File: src/u8dcc_pkg.sv
// Shared types and constants for the UTF-8 decoder and column counter.
`timescale 1ns / 1ps

package u8dcc_pkg;

    localparam int CNT_WIDTH_DEFAULT = 16;
    localparam int APB_ADDR_WIDTH    = 3;
    localparam int APB_DATA_WIDTH    = 32;
    localparam int TAB_SPAN_BITS     = 5;
    localparam int FIELD_CNT_BITS    = 16;

    localparam logic [TAB_SPAN_BITS-1:0] TAB_SPAN_RESET = 5'd8;
    localparam logic [20:0]              TAB_CODE       = 21'd9;

    localparam logic [0:0] REG_TAB_SPAN = 1'b0;

    localparam logic [7:0] MASK_ASCII = 8'h80;
    localparam logic [7:0] MASK_LEAD2 = 8'hE0;
    localparam logic [7:0] TAG_LEAD2  = 8'hC0;
    localparam logic [7:0] MASK_LEAD3 = 8'hF0;
    localparam logic [7:0] TAG_LEAD3  = 8'hE0;
    localparam logic [7:0] MASK_LEAD4 = 8'hF8;
    localparam logic [7:0] TAG_LEAD4  = 8'hF0;
    localparam logic [7:0] PAY_LEAD2  = 8'h1F;
    localparam logic [7:0] PAY_CONT   = 8'h3F;
    localparam logic [7:0] PAY_LEAD3  = 8'h0F;
    localparam logic [7:0] PAY_LEAD4  = 8'h07;

    typedef enum logic [1:0] {
        KIND_RUNE      = 2'd0,
        KIND_INVALID   = 2'd1,
        KIND_TRUNCATED = 2'd2,
        KIND_SUMMARY   = 2'd3
    } kind_t;

    typedef struct packed {
        logic [20:0] partial_value;
        logic [1:0]  bytes_left;
        logic [2:0]  bytes_total;
    } dec_state_t;

    typedef struct packed {
        logic [20:0]               code_point;
        logic [2:0]                rune_bytes;
        logic [FIELD_CNT_BITS-1:0] rune_index;
        logic [FIELD_CNT_BITS-1:0] column_after;
        kind_t                     result_kind;
    } result_t;

endpackage

File: src/u8dcc_if.sv
// Stream interfaces for input bytes and decoded results.
`timescale 1ns / 1ps

interface u8dcc_text_if;
    logic       valid;
    logic       ready;
    logic [7:0] text_byte;
    logic       string_end;

    modport source (output valid, output text_byte, output string_end, input ready);
    modport sink   (input valid, input text_byte, input string_end, output ready);
endinterface

interface u8dcc_result_if;
    logic        valid;
    logic        ready;
    logic [20:0] code_point;
    logic [2:0]  rune_bytes;
    logic [15:0] rune_index;
    logic [15:0] column_after;
    logic [1:0]  result_kind;

    modport source (output valid, output code_point, output rune_bytes, output rune_index,
                    output column_after, output result_kind, input ready);
    modport sink   (input valid, input code_point, input rune_bytes, input rune_index,
                    input column_after, input result_kind, output ready);
endinterface

File: src/u8dcc_step.sv
// Next-state and result logic for one byte or terminator.
`timescale 1ns / 1ps

module u8dcc_step #(
    parameter int COUNT_WIDTH = u8dcc_pkg::CNT_WIDTH_DEFAULT
) (
    input  u8dcc_pkg::dec_state_t               dec,
    input  logic [COUNT_WIDTH-1:0]              char_cnt,
    input  logic [COUNT_WIDTH-1:0]              col_cnt,
    input  logic [7:0]                          text_byte,
    input  logic                                string_end,
    input  logic [u8dcc_pkg::TAB_SPAN_BITS-1:0] tab_span,
    output u8dcc_pkg::dec_state_t               dec_next,
    output logic [COUNT_WIDTH-1:0]              char_cnt_next,
    output logic [COUNT_WIDTH-1:0]              col_cnt_next,
    output logic                                emit,
    output u8dcc_pkg::result_t                  res
);
    import u8dcc_pkg::*;

    localparam logic [COUNT_WIDTH-1:0] CNT_MAX = '1;

    logic                   fin;
    logic [20:0]            fin_value;
    logic [2:0]             fin_bytes;
    kind_t                  fin_kind;
    logic [20:0]            cont_value;
    logic [1:0]             left_dec;
    logic [TAB_SPAN_BITS-1:0] adv;
    logic [COUNT_WIDTH:0]   col_sum;
    logic [COUNT_WIDTH:0]   char_sum;
    logic [COUNT_WIDTH-1:0] col_sat;
    logic [COUNT_WIDTH-1:0] char_sat;

    assign cont_value = {dec.partial_value[14:0], text_byte[5:0] & PAY_CONT[5:0]};
    assign left_dec   = dec.bytes_left - 2'd1;

    assign adv = (fin_kind == KIND_RUNE && fin_value == TAB_CODE)
                 ? tab_span : TAB_SPAN_BITS'(1);
    assign col_sum  = {1'b0, col_cnt} + (COUNT_WIDTH+1)'(adv);
    assign char_sum = {1'b0, char_cnt} + (COUNT_WIDTH+1)'(1);
    assign col_sat  = col_sum[COUNT_WIDTH] ? CNT_MAX : col_sum[COUNT_WIDTH-1:0];
    assign char_sat = char_sum[COUNT_WIDTH] ? CNT_MAX : char_sum[COUNT_WIDTH-1:0];

    always_comb
    begin
        dec_next      = dec;
        char_cnt_next = char_cnt;
        col_cnt_next  = col_cnt;
        emit          = 1'b0;
        fin           = 1'b0;
        fin_value     = '0;
        fin_bytes     = 3'd1;
        fin_kind      = KIND_RUNE;
        res.code_point   = '0;
        res.rune_bytes   = '0;
        res.rune_index   = FIELD_CNT_BITS'(char_cnt);
        res.column_after = FIELD_CNT_BITS'(col_cnt);
        res.result_kind  = KIND_SUMMARY;

        if (string_end)
        begin
            emit = 1'b1;
            if (dec.bytes_left != 2'd0)
            begin
                res.result_kind = KIND_TRUNCATED;
                res.rune_bytes  = dec.bytes_total - {1'b0, dec.bytes_left};
            end
            dec_next      = '0;
            char_cnt_next = '0;
            col_cnt_next  = '0;
        end
        else if (dec.bytes_left != 2'd0)
        begin
            if (left_dec == 2'd0)
            begin
                fin       = 1'b1;
                fin_value = cont_value;
                fin_bytes = dec.bytes_total;
                dec_next  = '0;
            end
            else
            begin
                dec_next.partial_value = cont_value;
                dec_next.bytes_left    = left_dec;
            end
        end
        else if ((text_byte & MASK_ASCII) == 8'h00)
        begin
            fin       = 1'b1;
            fin_value = 21'(text_byte);
        end
        else if ((text_byte & MASK_LEAD2) == TAG_LEAD2)
        begin
            dec_next.partial_value = 21'(text_byte & PAY_LEAD2);
            dec_next.bytes_left    = 2'd1;
            dec_next.bytes_total   = 3'd2;
        end
        else if ((text_byte & MASK_LEAD3) == TAG_LEAD3)
        begin
            dec_next.partial_value = 21'(text_byte & PAY_LEAD3);
            dec_next.bytes_left    = 2'd2;
            dec_next.bytes_total   = 3'd3;
        end
        else if ((text_byte & MASK_LEAD4) == TAG_LEAD4)
        begin
            dec_next.partial_value = 21'(text_byte & PAY_LEAD4);
            dec_next.bytes_left    = 2'd3;
            dec_next.bytes_total   = 3'd4;
        end
        else
        begin
            fin      = 1'b1;
            fin_kind = KIND_INVALID;
        end

        if (fin)
        begin
            emit             = 1'b1;
            char_cnt_next    = char_sat;
            col_cnt_next     = col_sat;
            res.code_point   = fin_value;
            res.rune_bytes   = fin_bytes;
            res.column_after = FIELD_CNT_BITS'(col_sat);
            res.result_kind  = fin_kind;
        end
    end

endmodule

File: src/utf8_decode_column_counter_core.sv
// Top level of the UTF-8 decoder with display-column counter.
//
//  port     | dir  | moves per transfer
//  ---------+------+---------------------------------------------------
//  text     | in   | text_byte, string_end
//  result   | out  | code_point, rune_bytes, rune_index, column_after, result_kind
//  apb      | in   | tab_span register at byte address 0
//
//  One byte per cycle sustained while no result is stalled; an input register feeds
//  the step logic and a result register holds the output.
//  Lead and continuation bytes that finish no character give no transfer.
//  Reset clears the decoder state and counters and sets tab_span to 8.
//  A stalled result blocks only items that produce a result; others pass.
`timescale 1ns / 1ps

module utf8_decode_column_counter_core #(
    parameter int COUNT_WIDTH = u8dcc_pkg::CNT_WIDTH_DEFAULT
) (
    input  logic                                 clk,
    input  logic                                 rst_n,
    u8dcc_text_if.sink                           text,
    u8dcc_result_if.source                       result,
    input  logic                                 psel,
    input  logic                                 penable,
    input  logic                                 pwrite,
    input  logic [u8dcc_pkg::APB_ADDR_WIDTH-1:0] paddr,
    input  logic [u8dcc_pkg::APB_DATA_WIDTH-1:0] pwdata,
    output logic [u8dcc_pkg::APB_DATA_WIDTH-1:0] prdata,
    output logic                                 pready
);
    import u8dcc_pkg::*;

    logic [TAB_SPAN_BITS-1:0]  tab_span_reg;
    logic                      cfg_write;
    logic                      cfg_hit;

    logic                      s1_valid_reg;
    logic [7:0]                s1_byte_reg;
    logic                      s1_end_reg;

    dec_state_t                dec_reg;
    dec_state_t                dec_next;
    logic [COUNT_WIDTH-1:0]    char_cnt_reg;
    logic [COUNT_WIDTH-1:0]    char_cnt_next;
    logic [COUNT_WIDTH-1:0]    col_cnt_reg;
    logic [COUNT_WIDTH-1:0]    col_cnt_next;

    logic                      emit;
    result_t                   res;
    logic                      fire;
    logic                      out_valid_reg;
    logic                      out_valid_next;
    result_t                   out_res_reg;

    // configuration
    assign pready    = 1'b1;
    assign cfg_hit   = (paddr[APB_ADDR_WIDTH-1:2] == REG_TAB_SPAN);
    assign cfg_write = psel && penable && pwrite && pready && cfg_hit;
    assign prdata    = cfg_hit ? APB_DATA_WIDTH'(tab_span_reg) : '0;

    always_ff @(posedge clk or negedge rst_n)
    begin
        if (!rst_n)
        begin
            tab_span_reg <= TAB_SPAN_RESET;
        end
        else if (cfg_write)
        begin
            tab_span_reg <= pwdata[TAB_SPAN_BITS-1:0];
        end
    end

    u8dcc_step #(
        .COUNT_WIDTH (COUNT_WIDTH)
    ) u_step (
        .dec           (dec_reg),
        .char_cnt      (char_cnt_reg),
        .col_cnt       (col_cnt_reg),
        .text_byte     (s1_byte_reg),
        .string_end    (s1_end_reg),
        .tab_span      (tab_span_reg),
        .dec_next      (dec_next),
        .char_cnt_next (char_cnt_next),
        .col_cnt_next  (col_cnt_next),
        .emit          (emit),
        .res           (res)
    );

    // advance the input stage unless its result would overwrite a waiting one
    assign fire           = s1_valid_reg && (!emit || !out_valid_reg || result.ready);
    assign text.ready     = !s1_valid_reg || fire;
    assign out_valid_next = (fire && emit) ? 1'b1 : (out_valid_reg && !result.ready);

    always_ff @(posedge clk or negedge rst_n)
    begin
        if (!rst_n)
        begin
            s1_valid_reg  <= 1'b0;
            out_valid_reg <= 1'b0;
            dec_reg       <= '0;
            char_cnt_reg  <= '0;
            col_cnt_reg   <= '0;
        end
        else
        begin
            s1_valid_reg  <= text.valid || (s1_valid_reg && !fire);
            out_valid_reg <= out_valid_next;
            if (fire)
            begin
                dec_reg      <= dec_next;
                char_cnt_reg <= char_cnt_next;
                col_cnt_reg  <= col_cnt_next;
            end
        end
    end

    always_ff @(posedge clk)
    begin
        if (text.valid && text.ready)
        begin
            s1_byte_reg <= text.text_byte;
            s1_end_reg  <= text.string_end;
        end
        if (fire && emit)
        begin
            out_res_reg <= res;
        end
    end

    assign result.valid        = out_valid_reg;
    assign result.code_point   = out_res_reg.code_point;
    assign result.rune_bytes   = out_res_reg.rune_bytes;
    assign result.rune_index   = out_res_reg.rune_index;
    assign result.column_after = out_res_reg.column_after;
    assign result.result_kind  = out_res_reg.result_kind;

    a_idle_no_total: assert property (@(posedge clk) disable iff (!rst_n)
        dec_reg.bytes_left == 2'd0 |-> dec_reg.bytes_total == 3'd0)
        else $error("bytes_total set with no open code point");

    a_open_total: assert property (@(posedge clk) disable iff (!rst_n)
        dec_reg.bytes_left != 2'd0 |-> dec_reg.bytes_total > {1'b0, dec_reg.bytes_left})
        else $error("bytes_left not below bytes_total");

    a_end_clears: assert property (@(posedge clk) disable iff (!rst_n)
        fire && s1_end_reg |=> char_cnt_reg == '0 && col_cnt_reg == '0 && dec_reg == '0)
        else $error("terminator did not clear state");

    a_count_monotonic: assert property (@(posedge clk) disable iff (!rst_n)
        fire && !s1_end_reg |=> char_cnt_reg >= $past(char_cnt_reg)
                                && col_cnt_reg >= $past(col_cnt_reg))
        else $error("counter moved backward");

    a_no_overwrite: assert property (@(posedge clk) disable iff (!rst_n)
        fire && emit && out_valid_reg |-> result.ready)
        else $error("result register overwritten while waiting");

endmodule
File: src/flat_wrapper.sv
// flat-port wrapper written by rule: the top's interface ports become plain ports
module utf8_decode_column_counter_core_flat import u8dcc_pkg::*;
#(
    parameter int COUNT_WIDTH = u8dcc_pkg::CNT_WIDTH_DEFAULT
)
  (clk, rst_n, psel, penable, pwrite, paddr, pwdata, prdata, pready, text_valid, text_text_byte, text_string_end, text_ready, result_valid, result_code_point, result_rune_bytes, result_rune_index, result_column_after, result_result_kind, result_ready);
  u8dcc_text_if text_i ();
  u8dcc_result_if result_i ();
  input  logic clk;
  input  logic rst_n;
  input  logic psel;
  input  logic penable;
  input  logic pwrite;
  input  logic [u8dcc_pkg::APB_ADDR_WIDTH-1:0] paddr;
  input  logic [u8dcc_pkg::APB_DATA_WIDTH-1:0] pwdata;
  output logic [u8dcc_pkg::APB_DATA_WIDTH-1:0] prdata;
  output logic pready;
  input wire logic [$bits(text_i.valid)-1:0] text_valid;
  input wire logic [$bits(text_i.text_byte)-1:0] text_text_byte;
  input wire logic [$bits(text_i.string_end)-1:0] text_string_end;
  output wire logic [$bits(text_i.ready)-1:0] text_ready;
  output wire logic [$bits(result_i.valid)-1:0] result_valid;
  output wire logic [$bits(result_i.code_point)-1:0] result_code_point;
  output wire logic [$bits(result_i.rune_bytes)-1:0] result_rune_bytes;
  output wire logic [$bits(result_i.rune_index)-1:0] result_rune_index;
  output wire logic [$bits(result_i.column_after)-1:0] result_column_after;
  output wire logic [$bits(result_i.result_kind)-1:0] result_result_kind;
  input wire logic [$bits(result_i.ready)-1:0] result_ready;
  assign text_i.valid = text_valid;
  assign text_i.text_byte = text_text_byte;
  assign text_i.string_end = text_string_end;
  assign text_ready = text_i.ready;
  assign result_valid = result_i.valid;
  assign result_code_point = result_i.code_point;
  assign result_rune_bytes = result_i.rune_bytes;
  assign result_rune_index = result_i.rune_index;
  assign result_column_after = result_i.column_after;
  assign result_result_kind = result_i.result_kind;
  assign result_i.ready = result_ready;
  utf8_decode_column_counter_core #(.COUNT_WIDTH(COUNT_WIDTH)) u_core (.clk(clk), .rst_n(rst_n), .text(text_i), .result(result_i), .psel(psel), .penable(penable), .pwrite(pwrite), .paddr(paddr), .pwdata(pwdata), .prdata(prdata), .pready(pready));
endmodule
File: config.mk
export PLATFORM = sky130hd
export DESIGN_NAME = utf8_decode_column_counter_core_flat
export DESIGN_NICKNAME = d
export VERILOG_FILES = /design/src/u8dcc_pkg.sv /design/src/u8dcc_if.sv /design/src/u8dcc_step.sv /design/src/utf8_decode_column_counter_core.sv /design/src/flat_wrapper.sv
export SDC_FILE = /design/constraint.sdc
export NUM_CORES = 1
export LEC_CHECK = 0
export BUFFER_PORTS_ARGS = -buffer_cell sky130_fd_sc_hd__buf_2
export CORE_ASPECT_RATIO = 1.75
export CORE_MARGIN = 4
export CORE_UTILIZATION = 54
export CTS_CLUSTER_SIZE = 12
export DETAILED_ROUTE_END_ITERATION = 12
export PLACE_DENSITY = 0.91
export SKIP_LAST_GASP = 1
export SYNTH_ARGS = -nofsm -noshare
export SYNTH_HDL_FRONTEND = slang
export SYNTH_SLANG_ARGS = --single-unit
File: constraint.sdc
create_clock -name clk -period 4.4 [get_ports clk]
set_input_delay 0.22 -clock clk [delete_from_list [all_inputs] [get_ports clk]]
set_output_delay 0.22 -clock clk [all_outputs]
set_load 0.05 [all_outputs]
Word-level counts from Yosys, hierarchy flattened
Cells that the tools add are included.
- $mul: 0
- muxes and demuxes: 44
- magnitude comparators: 0
- $add $sub $neg: 4
- reductions and logical operators: 27
- bitwise gates (word level): 1
- divide/modulo/power cells: 0
- eq/ne operators: 6
- shifts and indexed selects: 0
- operator list (operator ; count):
    two-way mux 20 bit ; 6
    two-way mux 16 bit ; 5
    two-way mux 21 bit ; 3
    equality test 21 x 4 -> 1 bit, second input constant ; 1
    two-way mux 3 bit ; 7
    two-way mux 18 bit ; 1
    adder 16 x 1 -> 17 bit, second input constant ; 1
    adder 16 x 5 -> 17 bit ; 1
    two-way mux 1 bit ; 17
    two-way mux 17 bit ; 1
    two-way mux 5 bit ; 2
    logical AND 1 bit ; 9
    logical NOT 8 bit ; 1
    two-way mux 8 bit ; 1
    equality test 5 bit, second input constant ; 1
    logical NOT 1 bit ; 5
    nonzero test 5 bit ; 1
    equality test 4 bit, second input constant ; 1
    logical NOT 2 bit ; 2
    logical OR 1 bit ; 4
    AND reduction 4 bit ; 1
    nonzero test 2 bit ; 2
    equality test 3 bit, second input constant ; 1
    inequality test 3 x 1 -> 1 bit, second input constant ; 1
    7 further kinds ; 7
- memory bits (writable): 0
- word-level logic and storage cells: 97
- register bits after elaboration: 126
- memories kept: 0
- input bits: 51
- memory bits (read-only): 0
- output and inout bits: 93
- bits in latches: 0

Logic depth before layout (Yosys ltp)
- depth in word-level cells: 15
- gate-level depth with buffers: 14

Modules after synthesis
A second synthesis with hierarchy kept.
- cells, all modules: 856
- area total of the unflattened synthesis: 8300.5 um2
- modules (own cells, without submodules) (module ; cells each ; instances ; sequential area each (um2) ; area each (um2)):
    utf8_decode_column_counter_core ; 454 ; 1 ; 3639.7 ; 5831.8
    u8dcc_step ; 402 ; 1 ; 0.0 ; 2468.6

Least setup slack after synthesis
Ideal clock, no wire load.
- path type: register -> register
- start: register u_core.s1_end_reg
- end: register u_core.out_res_reg (netlist bit u_core.result.column_after[9]) (data pin)
- stages on the path, launching flop included: 15
- slack: 0.989 ns
- arrival: 3.132 ns
- cell sequence: edfxtp_1 > or2_1 > buf_4 > a21oi_1 > nand4_1 > a211oi_1 > nand2b_1 > ha_1 > fa_1 > a21oi_1 > o22ai_1 > and2_1 > clkbuf_1 > nor3_2 > a41oi_1
- RTL lines (what ; line ; RTL):
    start, declared ; utf8_decode_column_counter_core.sv:39 ; logic s1_end_reg;
    start signal, assigned ; utf8_decode_column_counter_core.sv:122 ; s1_end_reg <= text.string_end;
    end signal, assigned ; utf8_decode_column_counter_core.sv:126 ; out_res_reg <= res;
    end, declared ; utf8_decode_column_counter_core.sv:53 ; result_t out_res_reg;

==> impl_metrics.json <==
{
  "leakagePower_nw": 3.05,
  "postLayoutCellArea_sq_um": 7150,
  "stdcell_count": 800,
  "grt_use_met3_pct": 4.96,
  "ys_warn_count": 0,
  "crit_slowest_cell": "dfrtp_1",
  "ys_seq_area_share_pct": 57.7,
  "first_pass_iters": 5,
  "numCtsBuffers": 17,
  "drive_gt1_share_pct": 21.3,
  "hold_start": "pwdata[2]",
  "met1_usage_pct": 23.9,
  "top_level_ports": 144,
  "largest_reg_flops": 21,
  "synth_fa_ha_area_share_pct": 2.11,
  "clk_pin_slew_worst_paths_ns": 0.06,
  "wire_per_inst_microns": 18.1,
  "synth_ff_type": "edfxtp_1",
  "critPathMaxFanout": 8,
  "die-area_sq_um": 13000,
  "gp_congestion": 0.866,
  "dp_cells": 757,
  "busiest_layer": "met2",
  "n_antenna_cell": 0,
  "track_usage_pct": 23.1,
  "syn_to_final_growth_pct": 18.2,
  "die_h_microns": 148,
  "crit_type": "reg2reg",
  "crit_chain": "or2_1 -> a21oi_1 -> nand4_1 -> a211oi_1 -> buf_4 -> nand2b_1 -> ha_1 -> fa_1 -> a21oi_1 -> o22ai_1 -> and2_1 -> nor3_2 -> mux2i_1",
  "grtUsageMet2_pct": 42.6,
  "start_util_pct": 55.9,
  "status": "complete, no violations",
  "synth-edff-count": 67,
  "ys_types": 62,
  "place_area_sq_um": 6460,
  "fp.coreArea_sq_um": 10800,
  "tightest_slew_ns": 1.00,
  "avgSynthCellArea_sq_um": 10.7,
  "drt_wl_total_mm": 14.5,
  "grt_pass1_wl_mm": 23.3,
  "io_buffers": 86,
  "syn_inst": 563,
  "crit_start": "u_core.dec_reg[4]$_DFFE_PN0P_",
  "cts.sinks": 126,
  "final_cell_mix": "buf_2, edfxtp_1, nand2_1, dfrtp_1, o21ai_0",
  "final.setup.tns_ns": 0,
  "worstHoldPathType": "in2reg",
  "cp_common_cell": "a21oi_1",
  "ctsLongestPathBuffers": 2,
  "fin_hold_ws_ns": 0.0436,
  "synth_top_family_by_area": "simple AND/OR/NAND/NOR gates",
  "nFillCells": 763,
  "final_common_cell": "buf_2",
  "setup_viol": 0,
  "rows": 50,
  "arrival_ns": 4.11,
  "cp.required_ns": 4.53,
  "fin_crit_ns": 3.98,
  "power_density_nw_per_um2": 591,
  "overflow": 0,
  "antenna_found_initial": 0,
  "grt_max_degree": 60,
  "critPathCaptureType": "flop",
  "synth_area_sq_um": 6050,
  "grt_pass1_vias": 4841,
  "synthSimpleGateAreaFrac_pct": 16.0,
  "synth-compound-area-share_pct": 15.7,
  "dpl.hpwl_mm": 9.86,
  "fin_skew_ns": 0.00642,
  "cts_tree": "done",
  "root_buffer": "clkbuf_16",
  "cap_violations": 0,
  "fin_crit_sh_pct": 90.5,
  "htreeDepth": 4,
  "ir_drop_v": 0.000485,
  "rsz0062_at_grt": "no",
  "num_vias": 4851,
  "slew_headroom_pct": 33.3,
  "r2r-start": "u_core.dec_reg[4]$_DFFE_PN0P_",
  "fmax_ghz": 0.251,
  "synthMuxAreaShare_pct": 1.35,
  "ys_seq_elements": 126,
  "route.detailed.drc": 0,
  "dieWidth_microns": 88.0,
  "final_hold_viol_count": 0,
  "worstSetupStartpointType": "flop",
  "clk_latency_ns": 0.42,
  "viasPerCell": 6.06,
  "slowest_delay_ns": 0.46,
  "nets": 717,
  "ant_nets": 0,
  "async_reset_ff_share_pct": 46.8,
  "dr.first_iter.drc_count": 575,
  "drv_slew": 0,
  "synth_xor_area_share_pct": 0.435
}
final cells by class:
| class | count | area [sq um] | share of cell area (%) |
|---|---|---|---|
| flip-flops and latches | 126 | 3490 | 48.8 |
| multi-input cells | 392 | 2260 | 31.6 |
| repair buffers | 106 | 608 | 8.51 |
| clock buffers | 18 | 429 | 6.00 |
| well taps | 130 | 163 | 2.28 |
| clock inverters | 14 | 145 | 2.03 |
| inverters | 14 | 52.6 | 0.735 |
power breakdown:
part | leakage, nW | internal (mW) | switching [mW] | total, mW
combinational | 1.32 | 0.281 | 0.969 | 1.25
clock | 0.272 | 0.831 | 0.519 | 1.35
sequential | 1.46 | 1.49 | 0.128 | 1.62
routing by layer:
metal / routed length [microns] / part of all wire, %
met3: 962 / 6.7
met4: 463 / 3.2
met5: 0 / 0
met2: 8220 / 57
met1: 4810 / 33
final timing paths:
path | end | slack, ns | depth (start not counted)
setup reg to reg | u_core.result.column_after[7]$_DFFE_PP_ | 0.42 | 13
hold reg to reg | u_core.dec_reg[19]$_DFFE_PN0P_ | 0.51 | 2
hold / removal | u_core.tab_span_reg[2]$_DFFE_PN0P_ | 0.04 | 2
max in group asynchronous | u_core.col_cnt_reg[1]$_DFFE_PN0P_ | 3.35 | 3
setup / recovery | u_core.result.column_after[7]$_DFFE_PP_ | 0.42 | 13
min in group asynchronous | u_core.dec_reg[14]$_DFFE_PN0P_ | 0.50 | 3
timing repair:
| action | in CTS | in global routing |
|---|---|---|
| endpoints found under the setup margin | 0 | 0 |
| hold endpoints to repair | 30 | 0 |
| setup buffers | 0 | 0 |
| resized for setup | 0 | 0 |
| hold buffers | 11 | 0 |
synthesized netlist by cell type (5+ instances only):
cell type	n	share of area, %
buf_4	31	3.8
a31oi_1	18	1.9
nor3_1	5	0.41
nand2b_1	5	0.52
a21o_1	6	0.74
ha_1	7	1.4
o21ai_0	50	4.1
and2_1	17	1.8
buf_2	9	0.74
inv_1	12	0.74
nand3_1	17	1.4
nor2b_1	7	0.72
a21oi_1	34	2.8
a22o_1	7	1.0
dfrtp_1	58	24
mux2_2	5	0.93
nor2_1	29	1.8
nand4_1	9	0.93
and3_1	20	2.1
clkbuf_1	17	1.1
edfxtp_1	67	33
o22ai_1	5	0.52
nand2_1	66	4.1
worst max-delay path: cells and delay by family (launching register included):
kind	cells	cell delay, ns
AO/OA/AOI/OAI	4	1.04
multiplexers	1	0.16
AND/OR/NAND/NOR	5	1.25
adder cells (fa/ha/maj)	2	0.63
flip-flops	1	0.46
buffers and inverters	1	0.17
metrics by stage:
stage	setup slack (ns)	utilization, %	power [mW]
after floorplan	0.989	-	2.58
after global placement	0.601	59.7	2.81
after detailed placement	0.470	59.7	2.86
after CTS	0.465	66.0	4.22
after global routing	0.102	66.0	4.39
final	0.418	66.0	4.22
kinds of logic after synthesis:
family / count (synthesis)
multiplexers: 7
AO/OA/AOI/OAI: 152
XOR/XNOR: 3
other: 2
adder cells (fa/ha/maj): 9
flip-flops: 126
buffers and inverters: 71
AND/OR/NAND/NOR: 193
No activity file was read; power rests on OpenSTA's default activity.
